**config.mk**
```make
export PLATFORM = sky130hd
export DESIGN_NAME = smbs_engine
export DESIGN_NICKNAME = d
export VERILOG_FILES = /design/src/rtl/smbs_pkg.sv /design/src/rtl/smbs_engine.sv
export SDC_FILE = /design/constraint.sdc
export NUM_CORES = 1
export LEC_CHECK = 0
export BUFFER_PORTS_ARGS = -buffer_cell sky130_fd_sc_hd__buf_2
export CORE_MARGIN = 2
export CORE_UTILIZATION = 40
export CTS_BUF_LIST = sky130_fd_sc_hd__clkbuf_4
export DETAILED_ROUTE_END_ITERATION = 7
export HOLD_SLACK_MARGIN = 0.15
export SLEW_MARGIN = 5
export SYNTH_ARGS = -nofsm -noshare
export SYNTH_HDL_FRONTEND = slang
export SYNTH_SLANG_ARGS = --single-unit
```
**constraint.sdc**
```tcl
create_clock -name clk -period 6.2 [get_ports clk]
set_input_delay 0.93 -clock clk [delete_from_list [all_inputs] [get_ports clk]]
set_output_delay 0.93 -clock clk [all_outputs]
set_load 0.02 [all_outputs]
```
**src/rtl/smbs_pkg.sv**
```systemverilog
package smbs_pkg;

	localparam int unsigned DIVIDER_BITS_DEF = 16;
	localparam int unsigned HALF_W           = 16;
	localparam int unsigned CFG_INDEX_W      = 2;
	localparam int unsigned CFG_DATA_W       = 16;
	localparam logic [HALF_W-1:0] HALF_RESET = 16'd4;

	typedef enum logic [CFG_INDEX_W-1:0] {
		REG_CLOCK_POLARITY = 2'd0,
		REG_CLOCK_PHASE    = 2'd1,
		REG_HALF_PERIOD    = 2'd2
	} reg_index_t;

	typedef enum logic [2:0] {
		PH_IDLE   = 3'd0,
		PH_LEADIN = 3'd1,
		PH_SHIFT  = 3'd2,
		PH_SAMPLE = 3'd3,
		PH_WAIT   = 3'd4,
		PH_TAIL   = 3'd5
	} phase_t;

	typedef struct packed {
		logic              clock_polarity;
		logic              clock_phase;
		logic [HALF_W-1:0] half_period_ticks;
	} cfg_t;

	typedef struct packed {
		logic       byte_valid;
		logic [7:0] tx_byte;
		logic       frame_last;
		logic       miso_level;
	} item_t;

	typedef struct packed {
		logic       sclk_level;
		logic       mosi_level;
		logic       mosi_drive;
		logic       byte_ready;
		logic       rx_valid;
		logic [7:0] rx_byte;
		logic       frame_done;
	} result_t;

endpackage

```
**src/rtl/smbs_engine.sv**
```systemverilog
module smbs_engine
	import smbs_pkg::*;
#(
	parameter int unsigned DIVIDER_BITS = DIVIDER_BITS_DEF
) (
	input  logic    clk,
	input  logic    arst_n,
	input  logic    step,
	input  cfg_t    cfg,
	input  item_t   item,
	output result_t res
);

	localparam int unsigned CW = (DIVIDER_BITS > HALF_W) ? DIVIDER_BITS : HALF_W;

	phase_t                  phase_q, phase_d;
	logic [2:0]              bit_index_q, bit_index_d;
	logic [DIVIDER_BITS-1:0] half_count_q, half_count_d;
	logic                    second_half_q, second_half_d;
	logic [7:0]              tx_shift_q, tx_shift_d;
	logic [7:0]              rx_shift_q, rx_shift_d;
	logic                    last_pending_q, last_pending_d;
	logic                    sclk_q, sclk_d;
	logic                    mosi_q, mosi_d;
	logic                    drive_q, drive_d;

	logic [HALF_W-1:0]       half_ticks;
	logic [DIVIDER_BITS-1:0] count_next;
	logic                    half_end;
	logic                    rx_done;
	logic                    start_shift;

	// A programmed half period of zero behaves as a single tick.
	assign half_ticks = (cfg.half_period_ticks == '0) ? HALF_W'(1) : cfg.half_period_ticks;
	assign count_next = half_count_q + DIVIDER_BITS'(1);
	assign half_end   = !((CW'(count_next) < CW'(half_ticks)) && (count_next != '0));
	assign rx_done    = (phase_q == PH_SAMPLE) && half_end && (bit_index_q == 3'd0);

	always_comb begin
		phase_d = phase_q;
		case (phase_q)
			PH_IDLE: begin
				if (item.byte_valid) begin
					phase_d = cfg.clock_phase ? PH_LEADIN : PH_SHIFT;
				end
			end
			PH_WAIT: begin
				if (item.byte_valid) begin
					phase_d = PH_SHIFT;
				end
			end
			PH_LEADIN: begin
				if (half_end) begin
					phase_d = PH_SHIFT;
				end
			end
			PH_SHIFT: begin
				if (half_end) begin
					phase_d = PH_SAMPLE;
				end
			end
			PH_SAMPLE: begin
				if (half_end) begin
					if (bit_index_q != 3'd0) begin
						phase_d = PH_SHIFT;
					end else if (last_pending_q) begin
						phase_d = PH_TAIL;
					end else if (item.byte_valid) begin
						phase_d = PH_SHIFT;
					end else begin
						phase_d = PH_WAIT;
					end
				end
			end
			PH_TAIL: begin
				if (half_end && second_half_q) begin
					phase_d = PH_IDLE;
				end
			end
			default: begin
				if (half_end) begin
					phase_d = PH_IDLE;
				end
			end
		endcase
	end

	always_comb begin
		bit_index_d    = bit_index_q;
		half_count_d   = half_count_q;
		second_half_d  = second_half_q;
		tx_shift_d     = tx_shift_q;
		rx_shift_d     = rx_shift_q;
		last_pending_d = last_pending_q;
		sclk_d         = sclk_q;
		mosi_d         = mosi_q;
		drive_d        = drive_q;
		start_shift    = 1'b0;
		res            = '0;

		case (phase_q)
			PH_IDLE, PH_WAIT: begin
				if (item.byte_valid) begin
					res.byte_ready = 1'b1;
					tx_shift_d     = item.tx_byte;
					rx_shift_d     = '0;
					last_pending_d = item.frame_last;
					bit_index_d    = 3'd7;
					if (phase_q == PH_IDLE && cfg.clock_phase) begin
						half_count_d = '0;
						sclk_d       = cfg.clock_polarity;
					end else begin
						start_shift = 1'b1;
					end
				end
			end
			default: begin
				if (!half_end) begin
					half_count_d = count_next;
				end else begin
					half_count_d = '0;
					case (phase_q)
						PH_LEADIN: start_shift = 1'b1;
						PH_SHIFT: begin
							sclk_d     = cfg.clock_phase ? cfg.clock_polarity
								: !cfg.clock_polarity;
							rx_shift_d = {rx_shift_q[6:0], item.miso_level};
						end
						PH_SAMPLE: begin
							if (bit_index_q != 3'd0) begin
								bit_index_d = bit_index_q - 3'd1;
								start_shift = 1'b1;
							end else if (last_pending_q) begin
								sclk_d        = cfg.clock_polarity;
								drive_d       = 1'b0;
								second_half_d = cfg.clock_phase;
							end else if (item.byte_valid) begin
								res.byte_ready = 1'b1;
								tx_shift_d     = item.tx_byte;
								rx_shift_d     = '0;
								last_pending_d = item.frame_last;
								bit_index_d    = 3'd7;
								start_shift    = 1'b1;
							end else begin
								sclk_d = cfg.clock_polarity;
							end
						end
						PH_TAIL: begin
							if (!second_half_q) begin
								second_half_d = 1'b1;
							end else begin
								second_half_d  = 1'b0;
								last_pending_d = 1'b0;
								res.frame_done = 1'b1;
							end
						end
						default: ;
					endcase
				end
			end
		endcase

		// Entering a shifting half: MOSI takes the next bit of the word.
		if (start_shift) begin
			half_count_d = '0;
			sclk_d       = cfg.clock_phase ? !cfg.clock_polarity : cfg.clock_polarity;
			mosi_d       = tx_shift_d[bit_index_d];
			drive_d      = 1'b1;
		end

		res.rx_valid   = rx_done;
		res.rx_byte    = rx_done ? rx_shift_q : 8'd0;
		res.sclk_level = sclk_d;
		res.mosi_level = mosi_d;
		res.mosi_drive = drive_d;
	end

	always_ff @(posedge clk or negedge arst_n) begin
		if (!arst_n) begin
			phase_q        <= PH_IDLE;
			bit_index_q    <= 3'd7;
			half_count_q   <= '0;
			second_half_q  <= 1'b0;
			tx_shift_q     <= '0;
			rx_shift_q     <= '0;
			last_pending_q <= 1'b0;
			sclk_q         <= 1'b0;
			mosi_q         <= 1'b0;
			drive_q        <= 1'b0;
		end else if (step) begin
			phase_q        <= phase_d;
			bit_index_q    <= bit_index_d;
			half_count_q   <= half_count_d;
			second_half_q  <= second_half_d;
			tx_shift_q     <= tx_shift_d;
			rx_shift_q     <= rx_shift_d;
			last_pending_q <= last_pending_d;
			sclk_q         <= sclk_d;
			mosi_q         <= mosi_d;
			drive_q        <= drive_d;
		end
	end

endmodule
```
After elaboration in Yosys (flattened, before gate mapping). Cells that the tools add are included.

Register bits: 43. Input port bits: 32. Word-level logic and storage cells: 143.

Add/sub/neg operators: 2. $lt $le $gt $ge: 2. Equality and inequality tests: 21. Muxes and demuxes: 85. Bitwise operators: 2. Reductions and logical operators: 21.

Operator list (count): $mux 16 (6); $mux 8 (12); $mux 3 (16); $mux 1 (43); $ne 2x2->1 const B (9); $pmux 3 s6 (1); $add 16x1->16 const B (1); $logic_not 16->1 (1); $lt 16x16->1 (1); $pmux 8 s2 (1); $reduce_bool 16->1 (1); $reduce_and 6->1 (2); $ne 3x2->1 const B (3); $reduce_bool 3->1 (3); $pmux 1 s2 (4); $reduce_and 8->1 (1); $eq 3x2->1 const B (2); $eq 3x3->1 const B (2); $logic_not 3->1 (2); $ne 3x3->1 const B (2); $logic_and 1x1->1 (5); $reduce_and 5->1 (1); $lt 3x4->1 const B (1); $ne 4x2->1 const B (1); other kinds (10) (12).

Logic depth before layout (Yosys ltp).
Depth in word-level cells: 9. Gate-level depth with buffers: 18. Mapped depth without buffers: 16.

Worst setup path after synthesis. Ideal clock, no wire load.

Path type: reg2out. From: reg half_count_q[2]. To: out res[12] in the netlist's numbering. Arrival time: 3.885 ns. Path slack: 1.385 ns. Cell stages (with the launch flop): 17. Cell sequence: dfrtp_1 > buf_2 > nand4_1 > nor3_1 > nand4_1 > xnor2_1 > ha_1 > a21o_1 > a21o_1 > a221oi_1 > nor2b_1 > a21oi_1 > or3b_2 > a21oi_1 > o21ai_0 > a41oi_2 > buf_4.

Cells in the longest elaborated chain, start to end: 8. Elaborated cells on any way between the ends: 13.

Ends and longest elaborated chain: start, declared (line smbs_engine.sv:18) `logic [DIVIDER_BITS-1:0] half_count_q, half_count_d;`; start signal, assigned (line smbs_engine.sv:193) `half_count_q <= half_count_d;`; $add 16x1->16 (*) (line smbs_engine.sv:35) `assign count_next = half_count_q + DIVIDER_BITS'(1);`; $lt 16x16->1 / $reduce_bool 16->1 (equally long branches) (line smbs_engine.sv:36) `assign half_end = !((CW'(count_next) < CW'(half_ticks)) && (count_next != '0));`; $logic_and 1x1->1 (*) (line smbs_engine.sv:36); $mux 8 / $mux 3 (equally long branches) (line smbs_engine.sv:118) `if (!half_end) begin`; $mux 8 / $mux 3 (equally long branches) (line smbs_engine.sv:101) `case (phase_q)`; $bmux 1 s3 (line smbs_engine.sv:167) `mosi_d = tx_shift_d[bit_index_d];`; $mux 1 (implied by the code) (line smbs_engine.sv:167); $mux 1 (*) (line smbs_engine.sv:164) `if (start_shift) begin`; end, declared (line smbs_engine.sv:11) `output result_t res`.

Every way passes the cells marked *; elsewhere a longest branch is shown, timed or not. The select of a mux whose other input is x is not followed.

==> summary.txt <==
Outcome
  • Status: finished clean

Critical path
  • Setup slack, reg-to-reg: 1.91 ns
  • Worst path required time: 5.27 ns
  • Crit start category: register
  • CP Max Fanout: 9
  • CP max-delay cell: dfrtp_1
  • Reg2reg path depth: 14
  • Crit Path Class: register to output port
  • Worst setup EP type: output port
  • Worst Path Arrival: 4.82 ns
  • CP cell instances: nand4_1 -> nor3_2 -> nand4_1 -> xnor2_1 -> ha_1 -> a21o_1 -> a21o_1 -> a221oi_1 -> nor2b_1 -> a21oi_1 -> or3b_2 -> a21oi_1 -> o21ai_0 -> a41oi_2 -> buf_2
  • Worst R2R Start: half_count_q[2]
  • Reg-to-Reg End: mosi_q
  • CP peak stage delay: between 0.5 and 0.6 ns

Floorplan
  • Initial Util: roughly two fifths
  • Core Area: 0.007767 sq mm
  • Die Footprint: about 0.0088 sq mm
  • Vert. Die Dim: roughly 94 um
  • I/O pin count: 46
  • # rows: 32
  • Die width: 93.61 um

Timing
  • RSZ-0062 raised after global routing: no
  • Relative slew slack: approximately a third
  • Fin Clk Skew: 0.01366 ns
  • Final hold violations: 0
  • Worst slew pin tran: between 0.9 and 1 ns
  • Final period util: roughly 93%
  • Slew Limit Fails: 0
  • Total negative slack: 0 ns
  • Fmax: about 170 MHz
  • Post-route minimum period: ~5.7 ns
  • Setup violators final: 0

Power
  • Pwr Density: 293.3 mW/mm^2
  • Tot Pwr: 0.001039 W
  • P_leak: 1.667 nW
  • Worst IR Drop VDD: between 100 and 150 uV

Synthesis
  • Post-synth EDFFs: 0
  • Synth cell types: 69
  • Ys Warns: 0
  • Synth Register Bits: 43
  • Syn_nets: 403
  • Mapped cell area: 0.003212 sq mm
  • Cells after Synth: 353
  • Sequential fraction of the synthesis area: 33.62%
  • Prevailing post-synth register cell: dfrtp_1
  • Async S/R FF share, synth: 100.0%
  • Avg Inst Size Synth: 9.099 sq um

Cells and area
  • Share of cells above drive strength 1: a little over a fifth
  • Register area: around 0.0011 sq mm
  • Layout fillers: about 800
  • Area delta synth->final: 10.28%
  • Antenna Cells: 0
  • Multi-input logic area: 0.001958 sq mm
  • Final-stage net count: roughly 440

Routing
  • Vias per cell: roughly 5.6
  • Met3 wire length: 264 um
  • Pre-Repair DR Iteration Count: 4
  • DRC errors left: 0
  • Met2 WL: 3.504 mm
  • Routed met1 length: 3.620 mm
  • Vias: 2759
  • ANT nets after route: 0
  • WL final: 7.525 mm
  • Starting DRT DRC Count: 116
  • WL/cell: 15.29 um
  • Top sig layer: met4

Clocking
  • CTS sink cnt: 43
  • Reg clk slew, reported paths: 0.13 ns
  • TritonCTS Buffers: 5
  • Post-cts hold buffer count: 0
  • Htree depth: 2
  • CTS Buffer Depth: 2
  • CTS tree: yes
  • Root Driver: clkbuf_4
  • Worst skew pair latency: 0.37 ns

GRT
  • First-pass GRT wire length: 12.70 mm
  • Vias in the first global route: 2712
  • GR Util All Layers: roughly 18%
  • Largest net degree at the start of global routing: 44
  • Antenna violations before repair: 0
  • Total grt overflow: 0

Worst hold path
  • Worst Hold End: tx_shift_q[7]
  • Worst Hold Depth: 1
  • Min-Delay Path Class: register to register
  • Hold_sp: tx_shift_q[7]

Place
  • Hpwl dp: about 5.6 mm
  • GPL Wtd Cong: 0.8446
  • PortBufs: 45

Flow run
  • Max-Cap Viols: 0
-- how the worst max path moves through the flow --
stage               startpoint      end  slack (ns)
4_1_cts        half_count_q[3]  res[12]        0.30
2_1_floorplan  half_count_q[2]  res[12]        1.38
3_3_place_gp   half_count_q[3]  res[12]        0.95
3_5_place_dp   half_count_q[3]  res[12]        0.73
5_1_grt        half_count_q[3]  res[12]        0.02
6_report       half_count_q[2]  res[12]        0.45
-- placed cells by master (no fill, tap or decap), types with 3 or more instances in the layout --
| cell type | instances |
|---|---|
| a211oi_1 | 3 |
| a21o_1 | 6 |
| a21oi_1 | 14 |
| a22o_1 | 21 |
| and2_1 | 9 |
| and3_1 | 3 |
| and4_1 | 3 |
| buf_2 | 45 |
| clkbuf_4 | 6 |
| dfrtp_1 | 40 |
| dfstp_2 | 3 |
| ha_1 | 18 |
| inv_1 | 23 |
| mux2_2 | 11 |
| mux2i_1 | 5 |
| nand2_1 | 31 |
| nand2b_1 | 4 |
| nand3_1 | 6 |
| nand4_1 | 6 |
| nor2_1 | 25 |
| nor2b_1 | 5 |
| nor3_1 | 11 |
| nor3b_1 | 3 |
| nor4_1 | 4 |
| o21a_1 | 3 |
| o21ai_0 | 14 |
| o21ai_1 | 3 |
| or3_1 | 3 |
| xnor2_1 | 11 |
| xor2_1 | 5 |
-- report_power, final --
| part | internal, W | leakage (nW) | total (W) | switching, W |
|---|---|---|---|---|
| clock | 0.0000483 | 0.0317 | 0.000148 | 0.000100 |
| sequential | 0.000354 | 0.551 | 0.000440 | 0.0000854 |
| combinational | 0.000205 | 1.08 | 0.000451 | 0.000246 |
-- cell type report --
class,count,area share [%]
inverters,23,2.437
well taps,102,3.603
multi-input cells,270,55.28
clock buffers,6,1.272
flip-flops and latches,43,30.48
clock inverters,2,0.3532
repair buffers,46,6.570
-- critical path, delay by kind of cell, from the launching register on --
family | cells | cell delay (ns)
and+or+nand+nor | 5 | 1.71
AOI/OAI and AO/OA | 7 | 1.48
DFF | 1 | 0.53
adders and majority gates | 1 | 0.29
xor gates and xnor gates | 1 | 0.26
buffers and inverters | 1 | 0.19
-- metal layers --
layer | vias to the layer above | global-route usage (%)
li1 | 1359 | -
met1 | 1320 | 24.42
met2 | 68 | 29.62
met3 | 12 | 2.256
met4 | 0 | 6.039
met5 | - | 0
-- Yosys cell counts (4+ instances only) --
cell      instances  area share, %
nand4_1           6            1.2
dfrtp_1          40             31
mux2_2           11            3.9
ha_1             18            7.0
nor2b_1           5           0.97
xor2_1            5            1.4
clkbuf_1          7           0.82
nand3_1           6           0.93
inv_1            23            2.7
o21ai_0          14            2.2
nor2_1           25            2.9
a21o_1            6            1.4
xnor2_1          11            3.0
buf_4             4           0.93
a22o_1           21            5.7
nor4_1            4           0.78
and2_1            9            1.8
mux2i_1           5            1.6
nor3_1           12            1.9
buf_2             4           0.62
a21oi_1          14            2.2
nand2b_1          4           0.78
nand2_1          31            3.6
-- state kept, by name (all words and copies together) (netlist names) --
name	flops
second_half_q	1
last_pending_q	1
half_count_q	16
rx_shift_q	8
sclk_q	1
bit_index_q	3
tx_shift_q	8
mosi_q	1
drive_q	1
phase_q	3
-- what timing repair did --
action | 4_1_cts | 5_1_grt
setup endpoints to repair | 0 | 1
resized for setup | 0 | 1
setup buffers | 0 | 0
-- metrics by stage --
stage | instances | hold slack [ns] | setup slack, ns | util (%) | area [sq um]
floorplan | 353 | 0.4579 | 1.385 | - | 3212
global placement | 484 | 0.4772 | 0.9480 | 44.80 | 3480
detailed placement | 484 | 0.4957 | 0.7276 | 44.80 | 3480
CTS | 492 | 0.5285 | 0.2957 | 45.54 | 3537
global route | 492 | 0.5407 | 0.01641 | 45.60 | 3542
finish | 492 | 0.5232 | 0.4526 | 45.60 | 3542
-- logic make-up after synthesis --
group | count (synthesis) | share of synthesized area (%)
AOI/OAI and AO/OA | 89 | 21.43
buffers and inverters | 40 | 5.571
muxes | 16 | 5.415
xor gates and xnor gates | 16 | 4.363
and+or+nand+nor | 131 | 22.59
adders and majority gates | 18 | 7.012
DFF | 43 | 33.62
Power figures use the tool's default switching activity.
